--- src/design/json_string_escaper_utf8_check_unit_defines.svh ---
`ifndef JSON_STRING_ESCAPER_UTF8_CHECK_UNIT_DEFINES_SVH
`define JSON_STRING_ESCAPER_UTF8_CHECK_UNIT_DEFINES_SVH

// same-cycle implication, checked out of reset
`define JSEU_ASSERT_NOW(lbl, ante, cons, msg) \
  lbl: assert property (@(posedge clk) disable iff (rst) (ante) |-> (cons)) else $error(msg);

// next-cycle implication, checked out of reset
`define JSEU_ASSERT_NEXT(lbl, ante, cons, msg) \
  lbl: assert property (@(posedge clk) disable iff (rst) (ante) |=> (cons)) else $error(msg);

`endif

--- src/design/jseu_pkg.sv ---
package jseu_pkg;

  localparam int QUEUE_DEPTH = 2;
  localparam int QPTR_W      = 1;
  localparam int QCNT_W      = 2;
  localparam int PIECE_MAX   = 6;
  localparam int LIMIT_W     = 13;

  localparam logic [7:0] CH_BSLASH = 8'h5c;
  localparam logic [7:0] CH_U      = 8'h75;
  localparam logic [7:0] CH_ZERO   = 8'h30;

  localparam logic [7:0] LEAD2_LO = 8'hc2;
  localparam logic [7:0] LEAD2_HI = 8'hdf;
  localparam logic [7:0] LEAD3_LO = 8'he0;
  localparam logic [7:0] LEAD3_HI = 8'hef;
  localparam logic [7:0] LEAD4_LO = 8'hf0;
  localparam logic [7:0] LEAD4_HI = 8'hf4;
  localparam logic [7:0] CONT_MASK = 8'hc0;
  localparam logic [7:0] CONT_TAG  = 8'h80;
  localparam logic [7:0] E0_MIN    = 8'ha0;
  localparam logic [7:0] ED_LEAD   = 8'hed;
  localparam logic [7:0] ED_LIM    = 8'ha0;
  localparam logic [7:0] F0_MIN    = 8'h90;
  localparam logic [7:0] F4_MAX    = 8'h8f;

  typedef struct packed {
    logic [PIECE_MAX-1:0][7:0] bytes;
    logic [2:0]                len;
    logic                      last;
    logic                      rej;
  } jseu_piece_t;

  typedef struct packed {
    logic full;
    logic empty;
  } jseu_qstat_t;

  function automatic logic [7:0] hex_digit(input logic [3:0] v);
    logic [7:0] r;
    if (v < 4'd10) r = 8'h30 + {4'd0, v};
    else r = 8'h57 + {4'd0, v};
    return r;
  endfunction

  function automatic logic [7:0] short_escape(input logic [7:0] b);
    logic [7:0] r;
    case (b)
      8'h22: r = 8'h22;
      8'h5c: r = 8'h5c;
      8'h08: r = 8'h62;
      8'h0c: r = 8'h66;
      8'h0a: r = 8'h6e;
      8'h0d: r = 8'h72;
      8'h09: r = 8'h74;
      default: r = 8'h00;
    endcase
    return r;
  endfunction

  function automatic logic second_byte_ok(input logic [7:0] lead, input logic [7:0] b);
    logic ok;
    ok = 1'b1;
    if (lead == LEAD3_LO && b < E0_MIN) ok = 1'b0;
    if (lead == ED_LEAD && b >= ED_LIM) ok = 1'b0;
    if (lead == LEAD4_LO && b < F0_MIN) ok = 1'b0;
    if (lead == LEAD4_HI && b > F4_MAX) ok = 1'b0;
    return ok;
  endfunction

endpackage

--- src/design/jseu_front.sv ---
`include "json_string_escaper_utf8_check_unit_defines.svh"
module jseu_front #(
  parameter int MAX_OUTPUT_BYTES = 4096
) (
  input  logic                 clk,
  input  logic                 rst,
  input  logic                 in_valid,
  output logic                 in_ready,
  input  logic [7:0]           in_byte,
  input  logic                 in_last,
  input  logic                 cfg_we,
  input  logic [12:0]          cfg_wdata,
  input  jseu_pkg::jseu_qstat_t qstat,
  output logic                 push,
  output jseu_pkg::jseu_piece_t push_data
);
  import jseu_pkg::*;

  localparam int CW = $clog2(MAX_OUTPUT_BYTES + 1);
  localparam int LW = (CW > LIMIT_W) ? CW : LIMIT_W;
  localparam logic [LW-1:0] MAX_LIM = LW'(MAX_OUTPUT_BYTES);

  logic [LIMIT_W-1:0] output_limit;
  logic [7:0]         pend [3];
  logic [1:0]         pcount, pcount_next;
  logic [2:0]         seqlen, seqlen_next;
  logic               rejected, rejected_next;
  logic [LW-1:0]      emitted, emitted_next;

  logic               accept;
  logic               pend_we;
  logic [1:0]         pend_idx;
  logic [2:0]         len;
  logic [PIECE_MAX-1:0][7:0] piece;
  logic [7:0]         esc;
  logic [LW-1:0]      lim;
  logic [LW-1:0]      room;

  assign in_ready = !qstat.full;
  assign accept   = in_valid && in_ready;

  always_comb begin
    lim  = (LW'(output_limit) > MAX_LIM) ? MAX_LIM : LW'(output_limit);
    room = (emitted <= lim) ? (lim - emitted) : '0;
  end

  always_comb begin
    pcount_next   = pcount;
    seqlen_next   = seqlen;
    rejected_next = rejected;
    emitted_next  = emitted;
    pend_we       = 1'b0;
    pend_idx      = pcount;
    len           = 3'd0;
    piece         = '0;
    esc           = short_escape(in_byte);
    if (!rejected) begin
      if (seqlen != 3'd0) begin
        if ((in_byte & CONT_MASK) != CONT_TAG ||
            (pcount == 2'd1 && !second_byte_ok(pend[0], in_byte))) begin
          rejected_next = 1'b1;
        end else if ({1'b0, pcount} + 3'd1 >= seqlen) begin
          for (int i = 0; i < 4; i++) begin
            piece[i] = (i < int'(pcount)) ? pend[i[1:0]] : in_byte;
          end
          len         = {1'b0, pcount} + 3'd1;
          seqlen_next = 3'd0;
          pcount_next = 2'd0;
        end else begin
          pend_we     = 1'b1;
          pcount_next = pcount + 2'd1;
        end
      end else if (in_byte[7]) begin
        if (in_byte >= LEAD2_LO && in_byte <= LEAD2_HI) seqlen_next = 3'd2;
        else if (in_byte >= LEAD3_LO && in_byte <= LEAD3_HI) seqlen_next = 3'd3;
        else if (in_byte >= LEAD4_LO && in_byte <= LEAD4_HI) seqlen_next = 3'd4;
        else rejected_next = 1'b1;
        if (!rejected_next) begin
          pend_we     = 1'b1;
          pend_idx    = 2'd0;
          pcount_next = 2'd1;
        end
      end else if (esc != 8'h00) begin
        piece[0] = CH_BSLASH;
        piece[1] = esc;
        len      = 3'd2;
      end else if (in_byte < 8'h20) begin
        piece[0] = CH_BSLASH;
        piece[1] = CH_U;
        piece[2] = CH_ZERO;
        piece[3] = CH_ZERO;
        piece[4] = hex_digit(in_byte[7:4]);
        piece[5] = hex_digit(in_byte[3:0]);
        len      = 3'd6;
      end else begin
        piece[0] = in_byte;
        len      = 3'd1;
      end

      if (!rejected_next && len != 3'd0) begin
        if (LW'(len) > room) begin
          rejected_next = 1'b1;
          len           = 3'd0;
        end else begin
          emitted_next = emitted + LW'(len);
        end
      end
      if (!rejected_next && in_last && seqlen_next != 3'd0) rejected_next = 1'b1;
      if (rejected_next) len = 3'd0;
    end

    push_data.bytes = piece;
    push_data.len   = len;
    push_data.last  = in_last;
    push_data.rej   = rejected_next;
    push            = accept && (len != 3'd0 || in_last);

    if (in_last) begin
      pcount_next   = 2'd0;
      seqlen_next   = 3'd0;
      rejected_next = 1'b0;
      emitted_next  = '0;
    end
  end

  always_ff @(posedge clk) begin
    if (rst) begin
      output_limit <= 13'd512;
      pcount       <= 2'd0;
      seqlen       <= 3'd0;
      rejected     <= 1'b0;
      emitted      <= '0;
    end else begin
      if (cfg_we) output_limit <= cfg_wdata;
      if (accept) begin
        pcount   <= pcount_next;
        seqlen   <= seqlen_next;
        rejected <= rejected_next;
        emitted  <= emitted_next;
      end
    end
  end

  always_ff @(posedge clk) begin
    if (accept && pend_we) pend[pend_idx] <= in_byte;
  end

  `JSEU_ASSERT_NOW(a_idle_seq_empty, seqlen == 3'd0, pcount == 2'd0, "open count without sequence")
  `JSEU_ASSERT_NOW(a_seq_count_range, seqlen != 3'd0, pcount != 2'd0 && 3'(pcount) < seqlen, "held count out of range")
  `JSEU_ASSERT_NOW(a_push_has_room, push, !qstat.full, "push into full queue")

endmodule

--- src/design/jseu_queue.sv ---
module jseu_queue (
  input  logic                  clk,
  input  logic                  rst,
  input  logic                  push,
  input  jseu_pkg::jseu_piece_t push_data,
  input  logic                  pop,
  output jseu_pkg::jseu_piece_t head,
  output jseu_pkg::jseu_qstat_t qstat
);
  import jseu_pkg::*;

  jseu_piece_t         slots [QUEUE_DEPTH];
  logic [QPTR_W-1:0]   wr_ptr;
  logic [QPTR_W-1:0]   rd_ptr;
  logic [QCNT_W-1:0]   count;

  function automatic logic [QPTR_W-1:0] ptr_inc(input logic [QPTR_W-1:0] p);
    logic [QPTR_W-1:0] r;
    if (p == QPTR_W'(QUEUE_DEPTH - 1)) r = '0;
    else r = p + QPTR_W'(1);
    return r;
  endfunction

  assign head        = slots[rd_ptr];
  assign qstat.full  = (count == QCNT_W'(QUEUE_DEPTH));
  assign qstat.empty = (count == '0);

  always_ff @(posedge clk) begin
    if (rst) begin
      wr_ptr <= '0;
      rd_ptr <= '0;
      count  <= '0;
    end else begin
      if (push) wr_ptr <= ptr_inc(wr_ptr);
      if (pop) rd_ptr <= ptr_inc(rd_ptr);
      case ({push, pop})
        2'b10:   count <= count + QCNT_W'(1);
        2'b01:   count <= count - QCNT_W'(1);
        default: count <= count;
      endcase
    end
  end

  always_ff @(posedge clk) begin
    if (push) slots[wr_ptr] <= push_data;
  end

endmodule

--- src/design/jseu_back.sv ---
`include "json_string_escaper_utf8_check_unit_defines.svh"
module jseu_back (
  input  logic                  clk,
  input  logic                  rst,
  input  jseu_pkg::jseu_piece_t head,
  input  jseu_pkg::jseu_qstat_t qstat,
  output logic                  pop,
  output logic                  out_valid,
  input  logic                  out_ready,
  output logic [7:0]            out_byte,
  output logic                  out_has_byte,
  output logic                  out_run_last,
  output logic                  out_end,
  output logic                  out_rejected
);
  import jseu_pkg::*;

  logic [2:0] pos;
  logic       load;
  logic       take;
  logic       cur_final;
  logic       has;

  assign has       = (head.len != 3'd0);
  assign cur_final = !has || (pos == head.len - 3'd1);
  assign load      = !out_valid || out_ready;
  assign take      = load && !qstat.empty;
  assign pop       = take && cur_final;

  always_ff @(posedge clk) begin
    if (rst) begin
      out_valid <= 1'b0;
      pos       <= 3'd0;
    end else begin
      if (take) begin
        out_valid    <= 1'b1;
        out_byte     <= has ? head.bytes[pos] : 8'h00;
        out_has_byte <= has;
        out_run_last <= cur_final;
        out_end      <= cur_final && head.last;
        out_rejected <= !has && head.rej;
        pos          <= cur_final ? 3'd0 : pos + 3'd1;
      end else if (out_ready) begin
        out_valid <= 1'b0;
      end
    end
  end

  `JSEU_ASSERT_NOW(a_pos_in_piece, !qstat.empty && has, pos < head.len, "position past piece")
  `JSEU_ASSERT_NOW(a_status_closes, out_valid && !out_has_byte, out_run_last && out_end, "status result not final")
  `JSEU_ASSERT_NEXT(a_pos_rewinds, pop, pos == 3'd0, "position kept after pop")

endmodule

--- src/design/json_string_escaper_utf8_check_unit.sv ---
// JSON string escaper with strict UTF-8 checking. Bytes of a string enter one per
// transaction with in_last on the final byte; escaped bytes leave one per
// transaction, each with run-last and end marks, and a status-only result closes a
// string that was rejected or produced nothing on its final byte. The front
// classifies and checks one input byte per cycle while the queue has room; a
// two-entry piece queue feeds the output stage, which sends one byte per cycle
// while out_ready is high. Plain ASCII therefore flows at one byte per cycle when
// nothing stalls, through a queue slot and the output register; a two-byte escape
// sends 2 bytes, a \u00xx escape 6 and a UTF-8 sequence its length, so the input
// stalls once the queue fills and the sustained input rate is set by the output
// byte count. Held UTF-8 lead and continuation bytes push no piece. cfg_we writes
// output_limit (reset 512); values above MAX_OUTPUT_BYTES act as MAX_OUTPUT_BYTES.
module json_string_escaper_utf8_check_unit #(
  parameter int MAX_OUTPUT_BYTES = 4096
) (
  input  logic        clk,
  input  logic        rst,
  input  logic        in_valid,
  output logic        in_ready,
  input  logic [7:0]  in_byte,
  input  logic        in_last,
  output logic        out_valid,
  input  logic        out_ready,
  output logic [7:0]  out_byte,
  output logic        out_has_byte,
  output logic        out_run_last,
  output logic        out_end,
  output logic        out_rejected,
  input  logic        cfg_we,
  input  logic [12:0] cfg_wdata
);
  import jseu_pkg::*;

  logic        push;
  logic        pop;
  jseu_piece_t push_data;
  jseu_piece_t head;
  jseu_qstat_t qstat;

  jseu_front #(
    .MAX_OUTPUT_BYTES(MAX_OUTPUT_BYTES)
  ) u_front (
    .clk       (clk),
    .rst       (rst),
    .in_valid  (in_valid),
    .in_ready  (in_ready),
    .in_byte   (in_byte),
    .in_last   (in_last),
    .cfg_we    (cfg_we),
    .cfg_wdata (cfg_wdata),
    .qstat     (qstat),
    .push      (push),
    .push_data (push_data)
  );

  jseu_queue u_queue (
    .clk       (clk),
    .rst       (rst),
    .push      (push),
    .push_data (push_data),
    .pop       (pop),
    .head      (head),
    .qstat     (qstat)
  );

  jseu_back u_back (
    .clk          (clk),
    .rst          (rst),
    .head         (head),
    .qstat        (qstat),
    .pop          (pop),
    .out_valid    (out_valid),
    .out_ready    (out_ready),
    .out_byte     (out_byte),
    .out_has_byte (out_has_byte),
    .out_run_last (out_run_last),
    .out_end      (out_end),
    .out_rejected (out_rejected)
  );

endmodule

--- config.mk ---
export PLATFORM = sky130hd
export DESIGN_NAME = json_string_escaper_utf8_check_unit
export DESIGN_NICKNAME = d
export VERILOG_FILES = /design/src/design/jseu_pkg.sv /design/src/design/jseu_front.sv /design/src/design/jseu_queue.sv /design/src/design/jseu_back.sv /design/src/design/json_string_escaper_utf8_check_unit.sv
export VERILOG_INCLUDE_DIRS = /design/src /design/src/design
export SDC_FILE = /design/constraint.sdc
export NUM_CORES = 1
export LEC_CHECK = 0
export BUFFER_PORTS_ARGS = -buffer_cell sky130_fd_sc_hd__buf_2
export CORE_MARGIN = 5
export CORE_UTILIZATION = 25
export CTS_CLUSTER_SIZE = 8
export DETAILED_ROUTE_END_ITERATION = 7
export HOLD_SLACK_MARGIN = 0.15
export PLACE_DENSITY = 0.38
export REMOVE_ABC_BUFFERS = 1
export SETUP_SLACK_MARGIN = 0.5
export SYNTH_ARGS = -nofsm -noshare
export SYNTH_HDL_FRONTEND = slang
export SYNTH_SLANG_ARGS = --single-unit
--- constraint.sdc ---
create_clock -name clk -period 9.65 [get_ports clk]
set_input_delay 0 -clock clk [delete_from_list [all_inputs] [get_ports clk]]
set_output_delay 0 -clock clk [all_outputs]
set_load 0.005 [all_outputs]
==> results of run 1 <==
power groups by stage:
stage / registers [mW] / clock network (mW) / logic, mW
6_report: 0.957 / 0.712 / 0.514
5_1_grt: 0.965 / 0.773 / 0.578
4_1_cts: 0.958 / 0.743 / 0.529
3_5_place_dp: 0.975 / 0 / 0.511
3_3_place_gp: 0.975 / 0 / 0.513
2_1_floorplan: 1.00 / 0 / 0.316
flip-flops by register name, indices dropped and copies added (netlist names), 2 cells and up, named ones only:
register and flops:
u_back.out_byte 8, u_back.pos 3, u_front.emitted 13, u_front.output_limit 13
u_front.pcount 2, u_front.pend 24, u_front.seqlen 3, u_queue.count 2
u_queue.slots 102
cell usage in the layout, fill, tap and decap left out, types with 7 or more instances in the layout:
cell	n
edfxtp_1	138
nor2_1	63
dlygate4sd3_1	50
a21oi_1	44
inv_1	44
mux2i_1	43
ha_1	40
buf_2	40
dfxtp_1	40
nand2_1	34
mux4_2	23
o21ai_0	21
nor2b_1	20
clkbuf_16	17
and2_1	15
or3_1	13
a21o_1	13
nor3_1	13
nand4_1	12
nand3_1	12
o21ai_1	11
o22ai_1	11
nand2b_1	10
and3_1	10
xnor2_1	10
conb_1	10
buf_4	8
o31ai_1	7
a31oi_1	7
what timing repair did:
item | 4_1_cts | 5_1_grt
hold buffers | 50 | 0
endpoints found under the hold margin | 63 | 0
buffers inserted | 0 | 0
final timing paths:
path	cells past startpoint	endpoint	slack (ps)
setup / recovery	19	u_queue.count[1]	3650
hold / removal	4	u_back.out_valid	430
setup reg to reg	19	u_queue.count[1]	3650
hold reg to reg	2	u_front.emitted[12]	480
critical path: cells and delay by family (launching register included):
family	cells	cell delay, ps
AO/OA/AOI/OAI	9	2020
adder cells (fa/ha/maj)	4	1380
buffers and inverters	2	310
flip-flops	1	720
AND/OR/NAND/NOR	4	1500
per-layer routing:
layer | global-route usage [%] | vias up | share of wire [%] | wire, um
met4 | 3.47 | 0 | 1.5 | 372
met1 | 16.8 | 3075 | 50 | 12000
met3 | 2.36 | 18 | 1.9 | 456
li1 | - | 3100 | - | -
met2 | 19.4 | 69 | 47 | 11400
met5 | 0 | - | 0 | 0
cell families (layout without fill, tap and decap cells):
family	Yosys count	in the layout
AND/OR/NAND/NOR	223	223
flip-flops	179	179
AO/OA/AOI/OAI	166	166
buffers and inverters	84	177
multiplexers	68	68
adder cells (fa/ha/maj)	42	42
XOR/XNOR	16	16
other	1	10
per-stage QoR:
stage | instance area, um^2 | worst slack [ps]
after detailed placement | 9960 | 3680
final | 11100 | 3650
after global routing | 11100 | 3180
after floorplan | 9100 | 3330
after CTS | 11100 | 3670
after global placement | 9960 | 3780
final cells by class:
cell class | instances | area (um^2)
clock buffer | 17 | 425
clock inverter | 15 | 181
fill | 3696 | 25500
inverter | 47 | 176
multi-input combinational | 525 | 3970
sequential | 179 | 4970
tap | 468 | 586
timing repair buffer | 98 | 761
==> impl_metrics.env, run 1 <==
export IMPL_drt_iter0_drc=403
export IMPL_dieArea_um2=40800
export IMPL_internal_power_mw=1.53
export IMPL_power_share_combinational_pct=23.6
export IMPL_ys_dominant_reg_cell="edfxtp_1"
export IMPL_period_share_pct=62.1
export IMPL_drv_cap=0
export IMPL_core_region_area_um2=36500
export IMPL_hp_class="input port to flip-flop"
export IMPL_yosys_top_cells_area="edfxtp_1 45%, dfxtp_1 8.9%, mux4_2 5.6%, ha_1 5.4%, mux2i_1 4.7%"
export IMPL_required_ps=10020
export IMPL_finClkSkew_ps=13.4
export IMPL_pwr_share_seq_pct=43.8
export IMPL_grt_pass1_wl_um=38500
export IMPL_drtAntennaViolNets=0
export IMPL_p_leak_nw=3.96
export IMPL_arrival_ps=6370
export IMPL_clock_root_buffer="clkbuf_16"
export IMPL_nNetsFinal=937
export IMPL_drcViolationCount=0
export IMPL_syn_avg_cell_area_um2=11.8
export IMPL_cts_tree="done"
export IMPL_p_total_mw=2.18
export IMPL_synth_compound_area_share_pct=12.2
export IMPL_instances_no_fill=1349
export IMPL_track_usage_pct=12.1
export IMPL_synth_top_area_share_pct=44.9
export IMPL_grt_max_degree=52
export IMPL_final_hold_violation_count=0
export IMPL_startpoint="u_front.pcount[1]"
export IMPL_grt_pass1_vias=6498
export IMPL_crit_type="flip-flop to flip-flop"
export IMPL_die_h_um=202
export IMPL_power_density_nw_per_um2=197
export IMPL_synth_top_family_by_area="simple AND/OR/NAND/NOR gates"
export IMPL_drive_gt1_share_pct=13.4
export IMPL_grt_setup_unrepaired="no"
export IMPL_clk_latency_ps=440
export IMPL_worstSetupStartpointType="flip-flop"
export IMPL_start_util_pct=25.2
export IMPL_max_freq_mhz=167
export IMPL_hold_path_startpoint="out_ready"
export IMPL_diodes=0
export IMPL_yosysSeqAreaShare_pct=53.8
export IMPL_reg2reg_from="u_front.pcount[1]"
export IMPL_worst_slew_pin_slew_ps=1070
export IMPL_power_share_switching_pct=30.1
export IMPL_cpPeakStageDelay_ps=730
export IMPL_cts_resized=0
export IMPL_maxSlewHeadroom_pct=28.7
export IMPL_synthArstFlopShare_pct=0
export IMPL_clk_pin_slew_ps=80
export IMPL_synthToLayoutAreaGrowth_pct=20.0
export IMPL_ios=41
export IMPL_synth_seq_cells=179
export IMPL_synth_simple_gate_area_share_pct=12.4
export IMPL_slew_violations=0
export IMPL_crit_fanout=18
export IMPL_viasPerCell=4.64
export IMPL_portBuffers=40
export IMPL_ys_types=68
export IMPL_final_core_util_pct=30.3
export IMPL_synth_warnings=0
export IMPL_h_tree_depth=4
export IMPL_synthMuxAreaShare_pct=10.5
export IMPL_wl_per_cell_um=18.0
export IMPL_whs_ps=434
export IMPL_drt_pre_antenna_iters=4
export IMPL_syn_area_um2=9220
export IMPL_routed_wl_um=24200
export IMPL_numCtsBuffers=17
export IMPL_layout_min_cycle_time_ps=6000
export IMPL_power_frac_clock_pct=32.6
export IMPL_cpMostUsedCell="ha_1"
export IMPL_slowest_stage="and2_1"
export IMPL_crit_path_cell_trace="inv_1 > ha_1 > ha_1 > a21o_1 > a21o_1 > and2_1 > and3_1 > a21oi_1 > inv_1 > ha_1 > a31oi_1 > o21a_1 > o2111ai_1 > a211o_1 > o311ai_1 > and2_1 > ha_1 > or3_1 > a21oi_1"
export IMPL_hpwl_um=16800
export IMPL_status="finished, final reports clean"
export IMPL_cp_end_kind="flip-flop"
export IMPL_grt_ovfl_total=0
export IMPL_placed_cells=1267
export IMPL_tns_ps=0
export IMPL_synth_common_cells="138 x edfxtp_1, 65 x nor2_1, 44 x a21oi_1, 44 x inv_1, 43 x mux2i_1"
export IMPL_clock_sinks=179
export IMPL_num_vias=6262
export IMPL_power_switching_mw=0.656
export IMPL_synth_xor_area_share_pct=1.52
export IMPL_antenna_found_initial=0
export IMPL_synthCells=779
export IMPL_gp_congestion=0.825
export IMPL_die_width_um=202
export IMPL_setup_violations=0
export IMPL_rows=70
export IMPL_synth_edf_count=138
export IMPL_ctsLongestPathBuffers=2
export IMPL_synth_top_cell_by_area="edfxtp_1"
export IMPL_ir_drop_uv=118
export IMPL_synth_most_common_cell="edfxtp_1"
export IMPL_synth_fa_ha_area_share_pct=5.86
Note: power is estimated with default switching activity, not from simulation.
==> run 2: changes to the inputs <==
- clock period: 9.65 -> 6.1 ns (I/O delays scaled with it)
==> run 2 against run 1 <==
Setup slack worse by 2700 ps. Register-to-register slack got worse by 2500 ps. Flip-flop and latch count stayed put. Wire length up 0.80%. Final cell count grew 0.15%. Final area is 0.16% higher. Die area did not move. Total power up 58%. Critical path depth increased by 4. Combinational power up 60%. Clock skew shrank 0.86 ps. Clock-buffer cell count rose by 1. Critical path type is now input port to flip-flop. Highest routed layer unchanged.
==> impl_metrics.env, run 2 (synthesis gave the netlist of run 1 again) <==
export IMPL_tns_ps=0
export IMPL_largest_register_ffs=102
export IMPL_period_share_pct=84.1
export IMPL_clk_pin_slew_ps=80
export IMPL_stdcell_area_um2=11100
export IMPL_grt_setup_unrepaired="no"
export IMPL_dp_slack_ps=549
export IMPL_status="finished, final reports clean"
export IMPL_drv_cap=0
export IMPL_required_ps=6480
export IMPL_final_hold_violation_count=0
export IMPL_setup_ws_ps=968
export IMPL_dieArea_um2=40800
export IMPL_grt_ovfl_total=0
export IMPL_crit_type="input port to flip-flop"
export IMPL_portBuffers=40
export IMPL_rows=70
export IMPL_maxSlewHeadroom_pct=31.6
export IMPL_cp_end_kind="flip-flop"
export IMPL_ios=41
export IMPL_ir_drop_uv=194
export IMPL_start_util_pct=25.2
export IMPL_crit_fanout=9
export IMPL_hold_depth=3
export IMPL_ff2ff_path_depth=19
export IMPL_reg_top3="u_queue.slots x102, u_front.pend x24"
export IMPL_drt_iter0_drc=367
export IMPL_track_usage_pct=12.2
export IMPL_grt_pass1_vias=6477
export IMPL_grt_pass1_wl_um=38500
export IMPL_setup_violations=0
export IMPL_viasPerCell=4.68
export IMPL_final_common_cell="edfxtp_1"
export IMPL_worst_slew_pin_slew_ps=1020
export IMPL_clock_sinks=179
export IMPL_drtAntennaViolNets=0
export IMPL_nNetsFinal=939
export IMPL_antenna_found_initial=0
export IMPL_wl_per_cell_um=18.1
export IMPL_place_area_um2=9980
export IMPL_finClkSkew_ps=12.6
export IMPL_drive_gt1_share_pct=13.7
export IMPL_numCtsBuffers=17
export IMPL_slew_violations=0
export IMPL_final_cell_mix="138 x edfxtp_1, 63 x nor2_1, 51 x dlygate4sd3_1"
export IMPL_fill_cells=3720
export IMPL_p_leak_nw=3.96
export IMPL_die_h_um=202
export IMPL_r2r_slack_ps=1110
export IMPL_drcViolationCount=0
export IMPL_max_freq_mhz=195
export IMPL_arrival_ps=5510
export IMPL_num_vias=6326
export IMPL_clock_root_buffer="clkbuf_16"
export IMPL_die_width_um=202
export IMPL_placed_cells=1268
export IMPL_cts_tree="done"
export IMPL_instances_no_fill=1351
export IMPL_synthToLayoutAreaGrowth_pct=20.2
export IMPL_ctsLongestPathBuffers=2
export IMPL_worstSetupStartpointType="input port"
export IMPL_drt_pre_antenna_iters=5
export IMPL_clk_latency_ps=450
export IMPL_routed_wl_um=24400
export IMPL_hpwl_um=16600
export IMPL_core_region_area_um2=36500
export IMPL_hp_class="input port to flip-flop"
export IMPL_power_density_nw_per_um2=311
export IMPL_layout_min_cycle_time_ps=5130
export IMPL_grt_max_degree=52
export IMPL_gp_congestion=0.779
export IMPL_diodes=0
export IMPL_top_register="u_queue.slots"
export IMPL_h_tree_depth=4
==> run 2: stage by stage <==
stage	power, mW	util (%)	hold WS, ps
global route	3.64	30.3	155
CTS	3.51	30.3	162
floorplan	2.09	-	69.1
finish	3.44	30.3	164
detailed placement	2.36	27.3	248
global placement	2.36	27.3	235
==> run 2: worst max-delay path: stages <==
cell and delay (ps):
dlygate4sd3_1 520, buf_2 230, inv_1 180, ha_1 280
a21bo_1 200, and3_1 150, o21ai_1 60, a2111o_1 470
nor2b_1 180, and2_1 210, and3_1 210, a21oi_2 190
inv_1 100, ha_1 320, a31oi_1 210, o21a_1 180
o2111ai_1 110, a211o_1 260, o311ai_2 370, and2_4 290
ha_1 280, or3_1 380, a21oi_1 130
==> run 2: layer usage <==
metal	global-route usage (%)	vias up	share of wire [%]	routed length, um
met4	3.39	0	1.5	362
met2	19.8	47	47	11500
li1	-	3104	-	-
met1	16.7	3155	50	12100
met5	0	-	0	0
met3	2.45	20	1.9	459
==> run 2: worst paths after layout <==
check | from | end
worst min-delay path | in_byte[5] | u_queue.slots[0][26]
worst max register to register | u_front.pcount[0] | u_queue.count[1]
worst max-delay path | in_byte[4] | u_queue.count[1]
worst min register to register | u_front.emitted[9] | u_front.emitted[9]
==> run 2: report_power, final <==
group	internal (mW)	total [mW]	switching [mW]
Combinational	0.365	0.824	0.459
Clock	0.550	1.10	0.552
Sequential	1.47	1.52	0.0482
==> run 2: what timing repair did <==
action,4_1_cts,5_1_grt
setup buffers,0,0
setup endpoints to repair,0,98
resized for setup,0,4
hold endpoints to repair,63,0
hold buffers,51,0
==> run 2: final cells by class <==
cell class,count,area (um^2),share of cell area [%]
sequential,179,4970,44.8
multi-input combinational,525,3990,36.0
timing repair buffer,100,791,7.13
tap,468,586,5.28
clock buffer,18,429,3.87
inverter,47,176,1.59
clock inverter,14,151,1.37
